### src/hw/rtl/rhsv_pkg.sv
// ----------------------------------------------------------------------------
// rhsv_pkg
// Shared types and constants for the RGB to HSV pixel converter: the word
// that travels along the divider cell chain and its field widths.
// ----------------------------------------------------------------------------
package rhsv_pkg;

	localparam int PIX_W   = 8;            // channel and result width
	localparam int QUOT_W  = PIX_W;        // quotient bits, one per cell
	localparam int NUM_W   = 11;           // sector numerator k*d + e, below 6*255
	localparam int REM_W   = 17;           // 85 * numerator, below 2**17
	localparam int DIV_W   = 16;           // divisor aligned to the top quotient bit
	localparam int N_CELLS = QUOT_W;

	localparam logic [REM_W-1:0] HUE_SCALE = REM_W'(85);

	typedef logic [PIX_W-1:0] pix_t;

	typedef struct packed {
		logic [REM_W-1:0]  hue_rem;
		logic [DIV_W-1:0]  hue_div;
		logic [REM_W-1:0]  sat_rem;
		logic [DIV_W-1:0]  sat_div;
		logic [QUOT_W-1:0] hue_quo;
		logic [QUOT_W-1:0] sat_quo;
		pix_t              value;
	} div_word_t;

endpackage

### src/hw/rtl/rhsv_front.sv
// ----------------------------------------------------------------------------
// rhsv_front
// Two-stage front end: finds max, min and the hue sector, then builds the
// scaled numerators and aligned divisors for the divider chain.
// ----------------------------------------------------------------------------
module rhsv_front
	import rhsv_pkg::*;
(
	input  logic      clk,
	input  logic      arst_n,
	input  logic      in_valid,
	output logic      in_ready,
	input  pix_t      red,
	input  pix_t      green,
	input  pix_t      blue,
	output logic      out_valid,
	input  logic      out_ready,
	output div_word_t out_word
);

	logic             valid_s1, valid_s2;
	logic             ready_s1, ready_s2;
	pix_t             mx_s1, d_s1;
	logic [NUM_W-1:0] num_s1;
	div_word_t        word_s2;

	pix_t             mx, mn, d;
	logic             red_top, green_top;
	logic [NUM_W-1:0] r_x, g_x, b_x, d_x, num;
	div_word_t        word;

	assign ready_s2 = !valid_s2 || out_ready;
	assign ready_s1 = !valid_s1 || ready_s2;
	assign in_ready = ready_s1;

	always_comb begin
		mx = red;
		if (green > mx) mx = green;
		if (blue > mx) mx = blue;
		mn = red;
		if (green < mn) mn = green;
		if (blue < mn) mn = blue;
		d = mx - mn;
		red_top   = (red >= green) && (red >= blue);
		green_top = !red_top && (green >= blue);
		r_x = NUM_W'(red);
		g_x = NUM_W'(green);
		b_x = NUM_W'(blue);
		d_x = NUM_W'(d);
		if (red_top) begin
			if (green >= blue) num = g_x - b_x;
			else num = (d_x << 2) + (d_x << 1) + g_x - b_x;
		end else if (green_top) begin
			num = (d_x << 1) + b_x - r_x;
		end else begin
			num = (d_x << 2) + r_x - g_x;
		end
	end

	always_comb begin
		word.hue_quo = '0;
		word.sat_quo = '0;
		word.value   = mx_s1;
		if (d_s1 == '0) begin
			word.hue_rem = '0;
			word.sat_rem = '0;
			word.hue_div = {PIX_W'(1), PIX_W'(0)};
			word.sat_div = {PIX_W'(1), PIX_W'(0)};
		end else begin
			word.hue_rem = REM_W'(num_s1) * HUE_SCALE;
			word.sat_rem = REM_W'({d_s1, PIX_W'(0)}) - REM_W'(d_s1);
			word.hue_div = {d_s1, PIX_W'(0)};
			word.sat_div = {1'b0, mx_s1, 7'd0};
		end
	end

	always_ff @(posedge clk or negedge arst_n) begin
		if (!arst_n) begin
			valid_s1 <= 1'b0;
			valid_s2 <= 1'b0;
		end else begin
			if (ready_s1) valid_s1 <= in_valid;
			if (ready_s2) valid_s2 <= valid_s1;
		end
	end

	always_ff @(posedge clk) begin
		if (ready_s1 && in_valid) begin
			mx_s1  <= mx;
			d_s1   <= d;
			num_s1 <= num;
		end
		if (ready_s2 && valid_s1) word_s2 <= word;
	end

	assign out_valid = valid_s2;
	assign out_word  = word_s2;

endmodule

### src/hw/rtl/rhsv_cell.sv
// ----------------------------------------------------------------------------
// rhsv_cell
// One divider cell: resolves one quotient bit of both the hue and the
// saturation division by compare and subtract, then hands the word on.
// ----------------------------------------------------------------------------
module rhsv_cell
	import rhsv_pkg::*;
(
	input  logic      clk,
	input  logic      arst_n,
	input  logic      in_valid,
	output logic      in_ready,
	input  div_word_t in_word,
	output logic      out_valid,
	input  logic      out_ready,
	output div_word_t out_word
);

	logic      valid_q;
	div_word_t word_q;
	div_word_t nxt;
	logic      hue_bit, sat_bit;

	assign in_ready = !valid_q || out_ready;

	always_comb begin
		nxt     = in_word;
		hue_bit = in_word.hue_rem >= REM_W'(in_word.hue_div);
		sat_bit = in_word.sat_rem >= REM_W'(in_word.sat_div);
		if (hue_bit) nxt.hue_rem = in_word.hue_rem - REM_W'(in_word.hue_div);
		if (sat_bit) nxt.sat_rem = in_word.sat_rem - REM_W'(in_word.sat_div);
		nxt.hue_div = in_word.hue_div >> 1;
		nxt.sat_div = in_word.sat_div >> 1;
		nxt.hue_quo = {in_word.hue_quo[QUOT_W-2:0], hue_bit};
		nxt.sat_quo = {in_word.sat_quo[QUOT_W-2:0], sat_bit};
	end

	always_ff @(posedge clk or negedge arst_n) begin
		if (!arst_n) begin
			valid_q <= 1'b0;
		end else if (in_ready) begin
			valid_q <= in_valid;
		end
	end

	// advance the word only when a new one arrives
	always_ff @(posedge clk) begin
		if (in_ready && in_valid) word_q <= nxt;
	end

	assign out_valid = valid_q;
	assign out_word  = word_q;

endmodule

### src/hw/rtl/rgb_to_hsv_byte_pixel_unit.sv
// ----------------------------------------------------------------------------
// rgb_to_hsv_byte_pixel_unit
// Converts one 8-bit RGB pixel to 8-bit hue, saturation and value.
// Pipeline: 2 front stages, then a chain of 8 divider cells,
// one quotient bit per cell.
// Throughput: one word per cycle; each stage stalls only on its successor.
// Reset: arst_n clears all valid flags asynchronously; payload is not reset.
// ----------------------------------------------------------------------------
module rgb_to_hsv_byte_pixel_unit
	import rhsv_pkg::*;
(
	input  logic clk,
	input  logic arst_n,
	input  logic in_valid,
	output logic in_ready,
	input  pix_t red,
	input  pix_t green,
	input  pix_t blue,
	output logic out_valid,
	input  logic out_ready,
	output pix_t hue,
	output pix_t saturation,
	output pix_t value
);

	logic      chain_valid [N_CELLS+1];
	logic      chain_ready [N_CELLS+1];
	div_word_t chain_word  [N_CELLS+1];

	rhsv_front u_front (
		.clk       (clk),
		.arst_n    (arst_n),
		.in_valid  (in_valid),
		.in_ready  (in_ready),
		.red       (red),
		.green     (green),
		.blue      (blue),
		.out_valid (chain_valid[0]),
		.out_ready (chain_ready[0]),
		.out_word  (chain_word[0])
	);

	for (genvar i = 0; i < N_CELLS; i++) begin : g_cell
		rhsv_cell u_cell (
			.clk       (clk),
			.arst_n    (arst_n),
			.in_valid  (chain_valid[i]),
			.in_ready  (chain_ready[i]),
			.in_word   (chain_word[i]),
			.out_valid (chain_valid[i+1]),
			.out_ready (chain_ready[i+1]),
			.out_word  (chain_word[i+1])
		);
	end

	assign out_valid              = chain_valid[N_CELLS];
	assign chain_ready[N_CELLS]   = out_ready;
	assign hue                    = chain_word[N_CELLS].hue_quo;
	assign saturation             = chain_word[N_CELLS].sat_quo;
	assign value                  = chain_word[N_CELLS].value;

	a_hue_range: assert property (@(posedge clk) disable iff (!arst_n)
		out_valid |-> hue != 8'hff)
		else $error("hue reached 255");

	a_gray_hue: assert property (@(posedge clk) disable iff (!arst_n)
		out_valid && saturation == '0 |-> hue == '0)
		else $error("gray pixel with nonzero hue");

	a_black_sat: assert property (@(posedge clk) disable iff (!arst_n)
		out_valid && value == '0 |-> saturation == '0)
		else $error("black pixel with nonzero saturation");

	a_stall_full: assert property (@(posedge clk) disable iff (!arst_n)
		!in_ready |-> out_valid && !out_ready)
		else $error("input stalled while pipeline can drain");

endmodule
### config.mk
export PLATFORM = sky130hd
export DESIGN_NAME = rgb_to_hsv_byte_pixel_unit
export DESIGN_NICKNAME = d
export VERILOG_FILES = /design/src/hw/rtl/rhsv_pkg.sv /design/src/hw/rtl/rhsv_front.sv /design/src/hw/rtl/rhsv_cell.sv /design/src/hw/rtl/rgb_to_hsv_byte_pixel_unit.sv
export SDC_FILE = /design/constraint.sdc
export NUM_CORES = 1
export LEC_CHECK = 0
export ABC_CLOCK_PERIOD_IN_PS = 5600
export BUFFER_PORTS_ARGS = -buffer_cell sky130_fd_sc_hd__buf_2
export CORE_ASPECT_RATIO = 1.75
export CORE_MARGIN = 2
export CORE_UTILIZATION = 37
export DETAILED_ROUTE_END_ITERATION = 7
export SETUP_SLACK_MARGIN = 0.15
export SYNTH_ARGS = -nofsm -noshare
export SYNTH_HDL_FRONTEND = slang
export SYNTH_SLANG_ARGS = --single-unit
### constraint.sdc
create_clock -name clk -period 5.6 [get_ports clk]
set_clock_uncertainty 0.1 [all_clocks]
set_input_delay 0.56 -clock clk [delete_from_list [all_inputs] [get_ports clk]]
set_output_delay 0.56 -clock clk [all_outputs]
set_load 0.03 [all_outputs]
==> results.json, run 1 <==
{
  "endpoint_kind": "flip-flop",
  "setup_tns_ns": -6.34,
  "cts_tree": "yes",
  "gr-total-overflow": 0,
  "dp_hpwl_um": 52000,
  "max_freq_ghz": 0.153,
  "ys_types": 77,
  "syn_area_um2": 31400,
  "crit_fanout": 5,
  "crit_buf_inv": 26,
  "slew_headroom": 0.322,
  "ys_warn_count": 0,
  "seq_area_frac_synth": 0.553,
  "initial_core_util": 0.373,
  "routed-via-count": 20000,
  "wire_per_inst_um": 16.3,
  "wl_um": 64900,
  "drtAntennaViolNets": 0,
  "vias_per_cell": 5.01,
  "ys_top_cells_by_count": "edfxtp_1, inv_1, ha_1",
  "cpPeakStageDelay_ns": 0.60,
  "num_io_pins": 54,
  "grt_max_degree": 71,
  "synth_nets": 2959,
  "n_antenna_cell": 0,
  "syn_inst": 2622,
  "synth_top_area_share": 0.545,
  "stdcell_area_um2": 36700,
  "slew_violations": 0,
  "rows": 141,
  "synth_most_common_cell": "edfxtp_1",
  "violations": "negative setup slack",
  "setup_viol": 9,
  "fin_cells": 3994,
  "core-area_um2": 84300,
  "rsz0062_at_grt": "yes",
  "cp_top_family": "buffers and inverters",
  "finalHoldViolCount": 0,
  "die_x_um": 224,
  "crit_arrival_ns": 6.78,
  "clockRootBuffer": "clkbuf_16",
  "dp_cells": 3858,
  "grt_pass1_wl_um": 104000,
  "cap_viol_max_count": 0,
  "avgSynthCellArea_um2": 12.0,
  "outcome": "finished with violations",
  "synthTopCellsByArea": "edfxtp_1, ha_1, inv_1",
  "fin_nets": 3219,
  "dpl_cell_area_um2": 34200,
  "htreeDepth": 2,
  "period_share": 1.17,
  "ys.flop_type": "edfxtp_1",
  "worst_path_most_repeated_cell": "buf_4",
  "routabilityCongestion": 0.948,
  "antenna_found_initial": 0,
  "drtPass1Iterations": 6,
  "ys_ff_latch": 581,
  "grt_util_all_layers": 0.149,
  "fin_crit_ns": 6.53,
  "fin_ws_ns": -0.930,
  "synth_top_area_cell": "edfxtp_1",
  "critPathSlowestCell": "fa_2",
  "io_buffers": 53,
  "n_fill_cell": 7676,
  "drive_above_1_share": 0.170,
  "area_growth_pct": 16.7,
  "worst_pin_slew_ns": 1.00,
  "holdWs_ns": 0.0862,
  "synthArstFlopShare": 0.0172,
  "synth_edf_count": 571,
  "die_height_um": 390,
  "clkTransAtPathRegs_ns": 0.07,
  "drc_errors": 0,
  "start_kind": "primary input",
  "dr.first_iter.drc_count": 660,
  "cts_buffers": 49,
  "required_ns": 5.84,
  "design.die.area_um2": 87400,
  "grt_pass1_vias": 21500,
  "crit_type": "primary input to flip-flop",
  "clk_path_buf_depth": 3,
  "clkSinkCount": 581,
  "hold_class": "primary input to flip-flop",
  "clk_latency_ns": 0.58
}
-- repair_timing --
action / in CTS / in global routing
setup buffers: 38 / 6
hold endpoints to repair: 10 / 0
endpoints found under the setup margin: 9 / 10
gates cloned: 0 / 0
gates resized for setup: 61 / 32
hold buffers: 1 / 0
pin swaps: 39 / 20
-- area by class of cell --
cell class / instances / area [µm²] / area share
Timing Repair Buffer: 272 / 1980 / 0.0541
Tap cell: 1072 / 1340 / 0.0366
Multi-Input combinational cell: 1640 / 13000 / 0.354
Sequential cell: 581 / 17400 / 0.474
Clock inverter: 34 / 409 / 0.0112
Inverter: 338 / 1290 / 0.0352
Clock buffer: 57 / 1280 / 0.0348
-- path summary, 6_finish.rpt --
kind | slack [ns] | end | startpoint | cells after the start
worst max-delay path | -0.93 | u_front.d_s1[1] | red[1] | 43
worst min-delay path | 0.09 | u_front.valid_s1 | in_valid | 2
worst max register to register | 0.91 | u_front.out_word[88] | u_front.num_s1[3] | 16
worst min register to register | 0.29 | g_cell[3].u_cell.out_word[10] | g_cell[2].u_cell.out_word[9] | 0
max in group asynchronous | 4.91 | u_front.out_valid | arst_n | 2
min in group asynchronous | 0.28 | g_cell[3].u_cell.out_valid | arst_n | 2
-- worst reg2reg max path: cells and delay by family, from the launching register on --
family / cells / cell delay (ns)
compound gates: 6 / 1.47
fa+ha+maj: 5 / 2.03
flops: 1 / 0.43
mux: 1 / 0.14
buf+inv: 4 / 0.23
-- state kept, by name (all words and copies together), names as in the netlist --
register                 flops
u_front.num_s1              11
u_front.out_word            58
u_front.d_s1                 8
u_front.valid_s1             1
g_cell.u_cell.out_valid      8
u_front.out_valid            1
u_front.mx_s1                8
g_cell.u_cell.out_word     486
-- stage by stage --
step | worst slack [ns] | util
finish | -0.930 | 0.435
global route | -1.21 | 0.435
CTS | -0.723 | 0.432
detailed placement | -1.83 | 0.405
global placement | -1.71 | 0.405
floorplan | -1.26 | -
-- cell families after synthesis --
logic type,Yosys count,share of synthesized area
DFF,581,0.553
muxes,50,0.0172
adders and majority gates,309,0.136
other,1,0.000119
AOI/OAI and AO/OA,478,0.0942
buffers and inverters,401,0.0513
and+or+nand+nor,647,0.105
xor gates and xnor gates,155,0.0432
-- cells in the final DEF, fill, tap and decap left out, types with 8 or more instances in the layout --
cell | netlist | final
clkinv_1 | 0 | 9
o31ai_1 | 10 | 10
edfxtp_1 | 571 | 571
nor2b_1 | 62 | 59
nand4b_1 | 10 | 10
a21o_1 | 41 | 41
a21boi_0 | 43 | 41
mux2_2 | 32 | 32
or2_2 | 10 | 9
clkbuf_16 | 0 | 50
dfrtp_1 | 10 | 10
a21oi_2 | 0 | 17
inv_2 | 0 | 10
mux2i_1 | 18 | 16
o21a_1 | 18 | 18
a21oi_1 | 153 | 135
nand4_1 | 30 | 30
o211ai_1 | 10 | 10
a211oi_1 | 13 | 11
buf_6 | 1 | 11
fa_1 | 53 | 50
ha_1 | 256 | 243
ha_4 | 0 | 13
buf_2 | 7 | 51
o21ai_0 | 127 | 112
nand2b_1 | 41 | 41
o21ai_1 | 6 | 16
nor4_1 | 21 | 19
bufinv_16 | 0 | 8
nand3b_1 | 14 | 14
buf_4 | 24 | 207
nand3_1 | 37 | 37
nor2_1 | 184 | 178
xor2_1 | 53 | 50
xnor2_1 | 102 | 94
nor3_1 | 54 | 54
nand2_1 | 127 | 126
inv_1 | 337 | 325
-- per-layer routing --
layer  global-route usage  share of wire  vias up  routed length, µm
met4               0.0879          0.062        0               4050
met2                0.330           0.61      364              39500
met5                    0              0        -                  0
met3               0.0162          0.024      197               1560
met1                0.116           0.30     9606              19800
li1                     -              -     9838                  -
Power of run 1 is left out: the tool's default activity adds up to more than one toggle a clock period on the data nets, which glitch-free logic cannot reach.
==> inputs of run 2 (changes only) <==
- CORE_ASPECT_RATIO: 1.75 -> default
- REMOVE_ABC_BUFFERS: default -> 1
==> run 2 against run 1 <==
Compared with the run above:
- the run still ends with negative setup slack left
- non-clock buffer count decreased by 25
- count of clock-buffer cells in the layout up 9
- global-route usage decreased by 1.1 points
- sequential share of layout area fell by 0.26 points
- maximum frequency is 1.9% higher
- flip-flop and latch count is the same
- register-to-register slack improved by 0.18 ns
- cell count is 1.5% higher
- utilization rose by 0.44 points
- die area fell by 0.11%
- via count is 2.4% lower
- first-iteration DRC count up 39%
- critical endpoint is now u_front.num_s1[8]
==> results.json, run 2 (synthesized netlist as in run 1, its figures left out) <==
{
  "outcome": "finished with violations",
  "violations": "negative setup slack",
  "cts_tree": "yes",
  "clk_latency_ns": 0.62,
  "io_buffers": 53,
  "slew_violations": 0,
  "fin_nets": 3205,
  "slew_headroom": 0.245,
  "setup_tns_ns": -4.40,
  "grt_max_degree": 71,
  "rsz0062_at_grt": "yes",
  "largest_reg_flops": 486,
  "fin_cells": 4054,
  "die_x_um": 296,
  "required_ns": 5.84,
  "vias_per_cell": 4.82,
  "clk_path_buf_depth": 3,
  "dr.first_iter.drc_count": 915,
  "crit_fanout": 5,
  "drc_errors": 0,
  "hold_depth": 2,
  "holdWs_ns": 0.0512,
  "rows": 106,
  "period_share": 1.14,
  "clkTransAtPathRegs_ns": 0.06,
  "r2r_setup_slack_ns": 1.09,
  "grt_pass1_vias": 20300,
  "fin_ws_ns": -0.806,
  "routed-via-count": 19500,
  "hold_class": "primary input to flip-flop",
  "antenna_found_initial": 0,
  "place_ws_ns": -2.02,
  "regToRegStartpoint": "u_front.num_s1[1]",
  "drive_above_1_share": 0.167,
  "setup_viol": 8,
  "fin_crit_ns": 6.41,
  "num_io_pins": 54,
  "max_freq_ghz": 0.156,
  "endpoint_kind": "flip-flop",
  "final_cell_mix": "edfxtp_1, inv_1, ha_1",
  "initial_core_util": 0.375,
  "worst_path_most_repeated_cell": "a21oi_2",
  "final_common_cell": "edfxtp_1",
  "crit_arrival_ns": 6.65,
  "finalHoldViolCount": 0,
  "drtPass1Iterations": 5,
  "min_from": "in_valid",
  "hold_path_end": "u_front.valid_s1",
  "grt_util_all_layers": 0.138,
  "routabilityCongestion": 0.876,
  "start_kind": "primary input",
  "area_growth_pct": 17.3,
  "cts_buffers": 60,
  "gr-total-overflow": 0,
  "cap_viol_max_count": 0,
  "core-area_um2": 84000,
  "critPathSlowestCell": "fa_1",
  "drtAntennaViolNets": 0,
  "reg2regPathDepth": 16,
  "worst_pin_slew_ns": 1.12,
  "die_height_um": 296,
  "grt_pass1_wl_um": 98400,
  "crit_type": "primary input to flip-flop",
  "dp_hpwl_um": 46600,
  "clockRootBuffer": "clkbuf_16",
  "design.die.area_um2": 87300,
  "timing.rr.end": "u_front.out_word[88]",
  "dp_cells": 3913,
  "n_antenna_cell": 0,
  "htreeDepth": 2,
  "wl_um": 59800,
  "n_fill_cell": 7543,
  "clkSinkCount": 581,
  "cpPeakStageDelay_ns": 0.56,
  "wire_per_inst_um": 14.8
}
## run 2: final cells by class
class / count / area, µm² / share of cell area
Clock inverter: 48 / 551 / 0.0149
Inverter: 338 / 1270 / 0.0345
Multi-Input combinational cell: 1640 / 12900 / 0.350
Clock buffer: 66 / 1550 / 0.0419
Sequential cell: 581 / 17400 / 0.472
Tap cell: 1134 / 1420 / 0.0385
Timing Repair Buffer: 247 / 1770 / 0.0481
## run 2: how the worst max path moves through the flow
stage,to,cells past startpoint,slack (ns),from
2_1_floorplan,u_front.num_s1[10],30,-2.03,red[5]
3_3_place_gp,u_front.num_s1[10],35,-1.72,red[1]
3_5_place_dp,u_front.num_s1[10],34,-2.02,red[1]
4_1_cts,u_front.num_s1[10],34,-0.82,red[1]
5_1_grt,u_front.num_s1[10],34,-1.07,red[1]
6_report,u_front.num_s1[8],36,-0.81,red[1]
## run 2: routing by layer
metal  vias up  share of wire  wire length [µm]  global-route usage
met4         0          0.039              2310              0.0610
met1      9224           0.41             24500               0.156
met3       137          0.031              1870              0.0189
met2       329           0.52             31200               0.258
met5         -              0                 0                   0
li1       9840              -                 -                   -
## run 2: what timing repair did
action,CTS,global route
endpoints found under the hold margin,10,0
endpoints found under the setup margin,10,10
hold buffers,1,0
cloned,0,0
setup buffers,12,14
pin swaps,38,57
gates resized for setup,53,69
## run 2: through the flow
| stage | util | instance area, µm² |
|---|---|---|
| 2_1_floorplan | - | 31100 |
| 3_3_place_gp | 0.406 | 34100 |
| 3_5_place_dp | 0.406 | 34100 |
| 4_1_cts | 0.434 | 36500 |
| 5_1_grt | 0.439 | 36900 |
| 6_report | 0.439 | 36900 |
## run 2: worst max-delay path: cells and delay by family
family          cells  cell delay, ns
simple gates        6            0.65
buf+inv             9            0.80
compound gates     13            2.04
fa+ha+maj           7            2.48
xor+xnor            1            0.12
Power of run 2 is left out for the same reason.
